### src/rtl/bma_pkg.sv
`timescale 1ns / 1ps
`default_nettype none

package bma_pkg;

  // Sequencer state codes
  localparam int unsigned StateBits = 2;
  localparam logic [StateBits-1:0] ST_IDLE = 2'd0;  // waiting for an input transfer
  localparam logic [StateBits-1:0] ST_UPD  = 2'd1;  // ring data back, update sum and pointers
  localparam logic [StateBits-1:0] ST_DIV  = 2'd2;  // one quotient bit per cycle
  localparam logic [StateBits-1:0] ST_DONE = 2'd3;  // sign, saturate, load output register

  // Extra running-sum headroom beyond one full window of full-scale samples,
  // covering drift when the window length is changed inside a vector.
  localparam int unsigned GuardBits = 8;

  // Window length after reset
  localparam int unsigned LenReset = 1;

endpackage

`default_nettype wire

### src/rtl/bma_in_if.sv
`timescale 1ns / 1ps
`default_nettype none

interface bma_in_if #(
  parameter int SAMPLE_BITS = 16
) ();
  logic                          valid;
  logic                          ready;
  logic signed [SAMPLE_BITS-1:0] sample;
  logic                          first;
  logic                          last;

  modport source (output valid, output sample, output first, output last, input ready);
  modport sink   (input valid, input sample, input first, input last, output ready);
endinterface

`default_nettype wire

### src/rtl/bma_out_if.sv
`timescale 1ns / 1ps
`default_nettype none

interface bma_out_if #(
  parameter int SAMPLE_BITS = 16
) ();
  logic                          valid;
  logic                          ready;
  logic signed [SAMPLE_BITS-1:0] average;
  logic                          last_out;

  modport source (output valid, output average, output last_out, input ready);
  modport sink   (input valid, input average, input last_out, output ready);
endinterface

`default_nettype wire

### src/rtl/bma_cfg_if.sv
`timescale 1ns / 1ps
`default_nettype none

interface bma_cfg_if #(
  parameter int LEN_BITS = 9
) ();
  logic                valid;
  logic                ready;
  logic [LEN_BITS-1:0] window_len;

  modport source (output valid, output window_len, input ready);
  modport sink   (input valid, input window_len, output ready);
endinterface

`default_nettype wire

### src/rtl/boxcar_moving_average_core.sv
`timescale 1ns / 1ps
`default_nettype none

// Boxcar moving average over a stream of signed samples.
// Channels: in_i carries sample/first/last, out_o carries average/last_out,
// cfg_i writes window_len (always ready; write only while the block is idle).
// A transfer on any channel happens when valid and ready are both high.
// first restarts the window; a result is produced only once window_len
// samples of the current vector have arrived, otherwise the sample (and its
// last flag) yields nothing.
// An input that yields a result passes through a ring read, a sum update and
// write-back, the bit-serial divider, and a final step that saturates and
// loads the output register. An input that yields nothing passes through the
// read and the update only. A new input is taken once the previous one has
// been loaded into the output register or has yielded nothing, even while
// its result still waits on out_o.
// When out_o is stalled the block holds the finished result and parks the
// next one in the final stage until the output register frees up.
// Reset clears the sum, fill count, write pointer and output valid and sets
// window_len to 1; the ring memory is not cleared and needs no sweep.
module boxcar_moving_average_core #(
  parameter int WINDOW_MAX  = 256,
  parameter int SAMPLE_BITS = 16
) (
  input  wire    clk_i,
  input  wire    rst_ni,
  bma_in_if.sink   in_i,
  bma_out_if.source out_o,
  bma_cfg_if.sink  cfg_i
);
  import bma_pkg::*;

  localparam int AW       = (WINDOW_MAX > 1) ? $clog2(WINDOW_MAX) : 1;
  localparam int LEN_BITS = $clog2(WINDOW_MAX + 1);
  localparam int LB1      = LEN_BITS + 1;
  localparam int SUM_BITS = SAMPLE_BITS + AW + GuardBits;
  localparam int CNT_BITS = $clog2(SUM_BITS);

  localparam logic [SUM_BITS-1:0] POS_LIM =
    {{(SUM_BITS-SAMPLE_BITS+1){1'b0}}, {(SAMPLE_BITS-1){1'b1}}};

  // Control and state registers
  logic [StateBits-1:0]           state_q, state_d;
  logic [LEN_BITS-1:0]            len_q;
  logic [AW-1:0]                  wp_q;
  logic [LEN_BITS-1:0]            fill_q;
  logic signed [SUM_BITS-1:0]     sum_q;
  logic                           sub_q;
  logic [CNT_BITS-1:0]            cnt_q;
  logic                           out_valid_q;

  // Payload registers
  logic signed [SAMPLE_BITS-1:0]  smp_q;
  logic                           last_q;
  logic                           neg_q;
  logic [SUM_BITS-1:0]            dvd_q;
  logic [LEN_BITS-1:0]            rem_q;
  logic signed [SAMPLE_BITS-1:0]  avg_q;
  logic                           last_out_q;

  // Ring memory
  logic [SAMPLE_BITS-1:0]         ring_mem [WINDOW_MAX];
  logic [SAMPLE_BITS-1:0]         rd_q;
  logic [AW-1:0]                  rd_addr;

  logic                           in_xfer, out_xfer, cfg_xfer;
  logic [LEN_BITS-1:0]            len_eff;
  logic [AW-1:0]                  wp_eff;
  logic [LEN_BITS-1:0]            fill_eff;
  logic [LB1-1:0]                 old_tmp;
  logic [LEN_BITS-1:0]            fill_new;
  logic signed [SUM_BITS-1:0]     sum_new;
  logic [LB1-1:0]                 trial;
  logic                           trial_ok;
  logic signed [SAMPLE_BITS-1:0]  avg_sat;
  logic                           load_out;

  assign in_xfer  = in_i.valid && in_i.ready;
  assign out_xfer = out_o.valid && out_o.ready;
  assign cfg_xfer = cfg_i.valid && cfg_i.ready;

  assign in_i.ready     = (state_q == ST_IDLE);
  assign cfg_i.ready    = 1'b1;
  assign out_o.valid    = out_valid_q;
  assign out_o.average  = avg_q;
  assign out_o.last_out = last_out_q;

  // Effective window length: zero means one, above the store depth clamps
  always_comb begin
    if (len_q == '0) begin
      len_eff = LEN_BITS'(1);
    end else if (len_q > LEN_BITS'(WINDOW_MAX)) begin
      len_eff = LEN_BITS'(WINDOW_MAX);
    end else begin
      len_eff = len_q;
    end
  end

  // Pointer and count as seen by the accepted sample (first restarts them)
  assign wp_eff   = in_i.first ? '0 : wp_q;
  assign fill_eff = in_i.first ? '0 : fill_q;

  // Address of the sample leaving the window, modulo the store depth
  always_comb begin
    old_tmp = LB1'(wp_eff) - LB1'(len_eff);
    if (LB1'(wp_eff) < LB1'(len_eff)) begin
      old_tmp = old_tmp + LB1'(WINDOW_MAX);
    end
    rd_addr = old_tmp[AW-1:0];
  end

  // Sum and fill update once ring data is back
  assign fill_new = (fill_q < LEN_BITS'(WINDOW_MAX)) ? fill_q + LEN_BITS'(1) : fill_q;
  always_comb begin
    sum_new = sum_q + SUM_BITS'(smp_q);
    if (sub_q) begin
      sum_new = sum_new - SUM_BITS'(signed'(rd_q));
    end
  end

  // Restoring divider step
  assign trial    = {rem_q, dvd_q[SUM_BITS-1]};
  assign trial_ok = (trial >= LB1'(len_eff));

  // Apply sign and saturate to the sample range
  always_comb begin
    if (neg_q) begin
      if (dvd_q > POS_LIM + SUM_BITS'(1)) begin
        avg_sat = {1'b1, {(SAMPLE_BITS-1){1'b0}}};
      end else begin
        avg_sat = -signed'(dvd_q[SAMPLE_BITS-1:0]);
      end
    end else begin
      if (dvd_q > POS_LIM) begin
        avg_sat = {1'b0, {(SAMPLE_BITS-1){1'b1}}};
      end else begin
        avg_sat = signed'(dvd_q[SAMPLE_BITS-1:0]);
      end
    end
  end

  assign load_out = (state_q == ST_DONE) && (!out_valid_q || out_o.ready);

  // Next state
  always_comb begin
    state_d = state_q;
    unique case (state_q)
      ST_IDLE: begin
        if (in_xfer) state_d = ST_UPD;
      end
      ST_UPD: begin
        state_d = (fill_new >= len_eff) ? ST_DIV : ST_IDLE;
      end
      ST_DIV: begin
        if (cnt_q == '0) state_d = ST_DONE;
      end
      ST_DONE: begin
        if (load_out) state_d = ST_IDLE;
      end
      default: state_d = ST_IDLE;
    endcase
  end

  // Ring memory: read at input transfer, write back in the following cycle (ST_UPD)
  always_ff @(posedge clk_i) begin
    if (in_xfer) begin
      rd_q <= ring_mem[rd_addr];
    end
    if (state_q == ST_UPD) begin
      ring_mem[wp_q] <= smp_q;
    end
  end

  // Control state
  always_ff @(posedge clk_i or negedge rst_ni) begin
    if (!rst_ni) begin
      state_q     <= ST_IDLE;
      len_q       <= LEN_BITS'(LenReset);
      wp_q        <= '0;
      fill_q      <= '0;
      sum_q       <= '0;
      sub_q       <= 1'b0;
      cnt_q       <= '0;
      out_valid_q <= 1'b0;
    end else begin
      state_q <= state_d;
      if (cfg_xfer) begin
        len_q <= cfg_i.window_len;
      end
      if (in_xfer) begin
        wp_q   <= wp_eff;
        fill_q <= fill_eff;
        sub_q  <= (fill_eff >= len_eff);
        if (in_i.first) sum_q <= '0;
      end
      if (state_q == ST_UPD) begin
        sum_q  <= sum_new;
        fill_q <= fill_new;
        wp_q   <= (wp_q == AW'(WINDOW_MAX - 1)) ? '0 : wp_q + AW'(1);
        cnt_q  <= CNT_BITS'(SUM_BITS - 1);
      end else if (state_q == ST_DIV) begin
        cnt_q <= cnt_q - CNT_BITS'(1);
      end
      if (load_out) begin
        out_valid_q <= 1'b1;
      end else if (out_xfer) begin
        out_valid_q <= 1'b0;
      end
    end
  end

  // Datapath payload
  always_ff @(posedge clk_i) begin
    if (in_xfer) begin
      smp_q  <= in_i.sample;
      last_q <= in_i.last;
    end
    if (state_q == ST_UPD) begin
      neg_q <= sum_new[SUM_BITS-1];
      dvd_q <= sum_new[SUM_BITS-1] ? unsigned'(-sum_new) : unsigned'(sum_new);
      rem_q <= '0;
    end else if (state_q == ST_DIV) begin
      dvd_q <= {dvd_q[SUM_BITS-2:0], trial_ok};
      rem_q <= trial_ok ? LEN_BITS'(trial - LB1'(len_eff)) : trial[LEN_BITS-1:0];
    end
    if (load_out) begin
      avg_q      <= avg_sat;
      last_out_q <= last_q;
    end
  end

`ifndef SYNTHESIS
  a_in_to_upd: assert property (@(posedge clk_i) disable iff (!rst_ni)
    in_xfer |=> (state_q == ST_UPD))
    else $error("input transfer did not start a sum update");

  a_div_end: assert property (@(posedge clk_i) disable iff (!rst_ni)
    (state_q == ST_DIV) && (cnt_q == '0) |=> (state_q == ST_DONE))
    else $error("divider did not finish after its last step");

  a_fill_range: assert property (@(posedge clk_i) disable iff (!rst_ni)
    fill_q <= LEN_BITS'(WINDOW_MAX))
    else $error("fill count beyond store depth");

  a_no_overwrite: assert property (@(posedge clk_i) disable iff (!rst_ni)
    out_valid_q && !out_o.ready |=> $stable(avg_q) && $stable(last_out_q))
    else $error("pending result overwritten");
`endif

endmodule

`default_nettype wire

### src/flat_wrapper.sv
// flat-port wrapper written by rule: the top's interface ports become plain ports
module boxcar_moving_average_core_flat import bma_pkg::*;
#(
  parameter int WINDOW_MAX  = 256,
  parameter int SAMPLE_BITS = 16
)
  (clk_i, rst_ni, in_i_valid, in_i_sample, in_i_first, in_i_last, in_i_ready, out_o_valid, out_o_average, out_o_last_out, out_o_ready, cfg_i_valid, cfg_i_window_len, cfg_i_ready);
  bma_in_if #(.SAMPLE_BITS(SAMPLE_BITS)) in_i_i ();
  bma_out_if #(.SAMPLE_BITS(SAMPLE_BITS)) out_o_i ();
  bma_cfg_if #(.LEN_BITS(9)) cfg_i_i ();
  input  wire clk_i;
  input  wire rst_ni;
  input wire logic [$bits(in_i_i.valid)-1:0] in_i_valid;
  input wire logic [$bits(in_i_i.sample)-1:0] in_i_sample;
  input wire logic [$bits(in_i_i.first)-1:0] in_i_first;
  input wire logic [$bits(in_i_i.last)-1:0] in_i_last;
  output wire logic [$bits(in_i_i.ready)-1:0] in_i_ready;
  output wire logic [$bits(out_o_i.valid)-1:0] out_o_valid;
  output wire logic [$bits(out_o_i.average)-1:0] out_o_average;
  output wire logic [$bits(out_o_i.last_out)-1:0] out_o_last_out;
  input wire logic [$bits(out_o_i.ready)-1:0] out_o_ready;
  input wire logic [$bits(cfg_i_i.valid)-1:0] cfg_i_valid;
  input wire logic [$bits(cfg_i_i.window_len)-1:0] cfg_i_window_len;
  output wire logic [$bits(cfg_i_i.ready)-1:0] cfg_i_ready;
  assign in_i_i.valid = in_i_valid;
  assign in_i_i.sample = in_i_sample;
  assign in_i_i.first = in_i_first;
  assign in_i_i.last = in_i_last;
  assign in_i_ready = in_i_i.ready;
  assign out_o_valid = out_o_i.valid;
  assign out_o_average = out_o_i.average;
  assign out_o_last_out = out_o_i.last_out;
  assign out_o_i.ready = out_o_ready;
  assign cfg_i_i.valid = cfg_i_valid;
  assign cfg_i_i.window_len = cfg_i_window_len;
  assign cfg_i_ready = cfg_i_i.ready;
  boxcar_moving_average_core #(.WINDOW_MAX(WINDOW_MAX), .SAMPLE_BITS(SAMPLE_BITS)) u_core (.clk_i(clk_i), .rst_ni(rst_ni), .in_i(in_i_i), .out_o(out_o_i), .cfg_i(cfg_i_i));
endmodule
### config.mk
export PLATFORM = sky130hd
export DESIGN_NAME = boxcar_moving_average_core_flat
export DESIGN_NICKNAME = d
export VERILOG_FILES = /design/src/rtl/bma_pkg.sv /design/src/rtl/bma_in_if.sv /design/src/rtl/bma_out_if.sv /design/src/rtl/bma_cfg_if.sv /design/src/rtl/boxcar_moving_average_core.sv /design/src/flat_wrapper.sv
export SDC_FILE = /design/constraint.sdc
export NUM_CORES = 2
export LEC_CHECK = 0
export BUFFER_PORTS_ARGS = -buffer_cell sky130_fd_sc_hd__buf_2
export CAP_MARGIN = 20
export CORE_ASPECT_RATIO = 0.8
export CORE_MARGIN = 5
export CORE_UTILIZATION = 40
export CTS_BUF_LIST = sky130_fd_sc_hd__clkbuf_8
export DETAILED_ROUTE_END_ITERATION = 12
export PLACE_DENSITY = 0.53
export SLEW_MARGIN = 20
export SYNTH_ARGS = -nofsm -noshare
export SYNTH_HDL_FRONTEND = slang
export SYNTH_SLANG_ARGS = --single-unit
### constraint.sdc
create_clock -name clk_i -period 9.8 [get_ports clk_i]
set_input_delay 0.49 -clock clk_i [delete_from_list [all_inputs] [get_ports clk_i]]
set_output_delay 0.49 -clock clk_i [all_outputs]
set_load 0.01 [all_outputs]
==> results by group <==
Status
  – Status: finished, final reports clean

Power and ir drop
  – Net Sw Power: 21.11 mW
  – Internal power: 36.91 mW
  – Switching share of total power: 36.38%
  – LEAKAGE: 61.05 nW
  – Clk pwr share: 23.7%
  – Seq pwr share: 37.3%
  – Overall power: 58.02 mW
  – Peak VDD IR: 0.3182 mV
  – Power density cells: 302.5 nW/um^2
  – Gate power share: 39.0%

Final layout
  – Final Net Count: 8631
  – Most frequent cells in the layout: edfxtp_1 (4179), mux4_2 (1296), clkbuf_8 (681)
  – Sequential cell area: 127400 um^2
  – Layout cells sized above 1: 30.99%
  – Syn-to-layout area delta: 13.36%
  – Commonest non-fill, non-tap cell in the layout: edfxtp_1
  – Multi-input logic area: 40670 um^2
  – Filler cells: 35280

Worst setup path
  – R2r setup slk: 2350 ps
  – Worst path required time: 10760 ps
  – Crit-path max FO: 94
  – Reg2reg path depth: 14
  – Critical R2R Launch: u_core.len_q[4]
  – Startpoint Class: flip-flop
  – Kind of critical path: flip-flop to flip-flop
  – Arr. time, crit path: 8420 ps
  – Worst r2r dst: u_core.rd_q[9]
  – Crit end category: flip-flop

Routing
  – WL/cell: 32.67 um
  – DRC: 0
  – Post-DR vias/cell: 5.818
  – Final ANT Viol Nets: 0
  – Vias: 84960
  – Drt pass-1 iters: 5
  – Final wirelength: 477000 um
  – DRT iter0 DRCs: 10030

STA
  – Final Hold Fails: 0
  – Max Fclk: 134.2 MHz
  – Slew headroom: 22.58%
  – Setup TNS: 0 ps
  – Final Cycle Share: 76.06%
  – RSZ-0062 raised after global routing: no
  – Slew Viols, Final: 0
  – Setup violators final: 0
  – Fin crit period: 7454 ps
  – Slew of the pin with the lowest slew margin: 1129 ps
  – Clk_skew: 92.97 ps

Clocking
  – Post-CTS Hold Buffers: 69
  – H-Tree Depth: 6
  – Post-CTS setup buffer count: 0
  – Clk pin slew, worst setup/hold paths: 60 ps
  – Root Buffer: clkbuf_8
  – CTS tree: done
  – Clock Sinks: 4255
  – Clock insertion delay at the later pin of the skew report: 1280 ps
  – CTS Buf Count: 669
  – Post-CTS sizing: 0
  – Longest Clk Path Bufs: 4

GRT
  – Global-route wire length before repair: 668100 um
  – Largest net degree at the start of global routing: 179
  – Total grt overflow: 0
  – Gr usage total: 21.60%
  – Initial antenna violation count: 28
  – Vias in the first global route: 86120

Floorplan
  – Cell Rows: 213
  – Die width: 737.1 um
  – Die area: 436200 um^2
  – Io pins: 52
  – Chip height: 591.7 um
  – CORE AREA: 421100 um^2
  – Initial Util: 40.18%

Logic synthesis
  – Synthesized flop and latch total: 4255
  – Syn Nets: 7868
  – Number of synthesized flops with an enable pin: 4179
  – Top post-synthesis cells by area: edfxtp_1 (74%), mux4_2 (17%), dfrtp_1 (0.98%)
  – Sequential area share after synthesis: 75.27%
  – Yosys cell types: 84
  – Synth warnings: 0
  – Mapped Area: 169200 um^2
  – Synth area leader: edfxtp_1
  – Ys async rst share: 1.575%
  – Syn Area/Cell: 21.91 um^2
  – Post-synth top area share: 74.17%
  – Most frequently used flop master after synthesis: edfxtp_1
  – Syn Inst Count: 7723

Worst hold path
  – Hold Path Stages: 3
  – Hold-critical path endpoint: u_core.len_q[8]
  – Min-Delay Path Class: input pin to flip-flop
  – Hold_sp: cfg_i_valid

Run
  – Max cap viols: 0

Placement
  – GP Congestion: 0.8299
  – Dpl hpwl: 270800 um
  – IO Port Bufs: 50
## synthesized netlist by cell type (9+ instances only)
library cell     n
o311ai_0        12
clkbuf_1       320
xnor2_1         59
o211ai_1        13
nor2b_1         94
a21oi_1        163
o21a_1          11
nand2b_1        18
a21o_1          32
xor2_1          38
a31oi_1         23
nor4_1          15
a211oi_1        81
nand2_1        156
o21ai_0        105
nand3_1         36
mux2_2          40
nand4_1         27
mux4_2        1296
a22o_1          19
and3_1          12
and2_1          13
o21bai_1        12
o31ai_1         12
nor2_1         341
mux2i_1         85
dfrtp_1         66
dfxtp_1          9
ha_1           109
or3_1           14
inv_1           78
nor3_1          26
buf_1          104
edfxtp_1      4179
## through the flow
| stage | instance area [um^2] | instances | setup slack, ps | util, % | hold WS (ps) |
|---|---|---|---|---|---|
| detailed placement | 179000 | 13330 | 2472 | 42.52 | 418.0 |
| global route | 191800 | 14590 | 2147 | 45.54 | 145.0 |
| floorplan | 169200 | 7723 | 1338 | - | 194.4 |
| finish | 191800 | 14600 | 2346 | 45.55 | 189.3 |
| global placement | 178900 | 13320 | 1965 | 42.48 | 411.7 |
| CTS | 191600 | 14580 | 2435 | 45.50 | 20.70 |
## layout make-up
cell class / count / area share, %
clock buffer: 681 / 4.887
inverter: 81 / 0.1585
sequential: 4255 / 66.40
multi-input combinational: 2955 / 21.21
tap: 5590 / 3.647
clock inverter: 501 / 1.290
timing repair buffer: 524 / 2.385
antenna: 17 / 0.02218
## worst max path at each step
stage,to,slack [ps],cells after the start,from
after floorplan,u_core.dvd_q[29],1340,18,u_core.smp_q[3]
after global routing,u_core.rd_q[9],2150,14,u_core.len_q[4]
after CTS,u_core.rd_q[9],2440,14,u_core.len_q[4]
final,u_core.rd_q[9],2350,14,u_core.len_q[4]
after detailed placement,u_core.rd_q[9],2470,14,u_core.len_q[4]
after global placement,u_core.rd_q[0],1960,13,u_core.len_q[4]
## critical path: stages, from the launching register on
cell and delay (ps):
dfrtp_1 410, nor4_1 280, a21oi_1 220, nor2_1 390
ha_4 190, inv_1 70, fa_4 1530, buf_12 430
buf_4 520, mux4_2 380, mux4_2 460, nor2b_1 210
a211oi_1 880, a21oi_1 320, mux4_2 550
## kinds of logic (layout without fill, tap and decap cells)
family,Yosys count,count (layout),share of synthesized area [%]
flops,4255,4255,75.27
mux,1422,1422,18.03
simple gates,781,781,2.146
compound gates,541,541,2.051
buf+inv,513,1787,1.146
fa+ha+maj,113,113,0.8534
xor+xnor,97,97,0.5022
other cells,1,18,0.002216
## power by group through the flow
| stage | clock (mW) | combinational, mW | sequential, mW |
|---|---|---|---|
| 2_1_floorplan | 0 | 13.7 | 22.5 |
| 3_3_place_gp | 0 | 22.4 | 22.0 |
| 3_5_place_dp | 0 | 22.6 | 22.0 |
| 4_1_cts | 14.1 | 22.7 | 21.6 |
| 5_1_grt | 15.0 | 24.0 | 21.7 |
| 6_report | 13.7 | 22.7 | 21.6 |
## sequential cells by signal, indices dropped and copies added (netlist names), named ones only
register / cells
u_core.rem_q: 9
u_core.last_q: 1
u_core.rd_q: 16
u_core.len_q: 9
u_core.sum_q: 32
u_core.fill_q: 9
u_core.ring_mem: 4096
u_core.out_o.average: 16
u_core.sub_q: 1
u_core.dvd_q: 32
u_core.wp_q: 8
u_core.out_o.last_out: 1
u_core.neg_q: 1
u_core.cnt_q: 5
u_core.smp_q: 16
u_core.state_q: 1
u_core.out_o.valid: 1
## layer usage
metal | track usage, % | vias up | wire, um
met5 | 0.5736 | - | 446
met4 | 4.853 | 14 | 9977
met1 | 32.39 | 46460 | 209800
met2 | 32.69 | 3614 | 217100
met3 | 4.499 | 646 | 39760
li1 | - | 34230 | -
(Power assumes the default switching activity.)
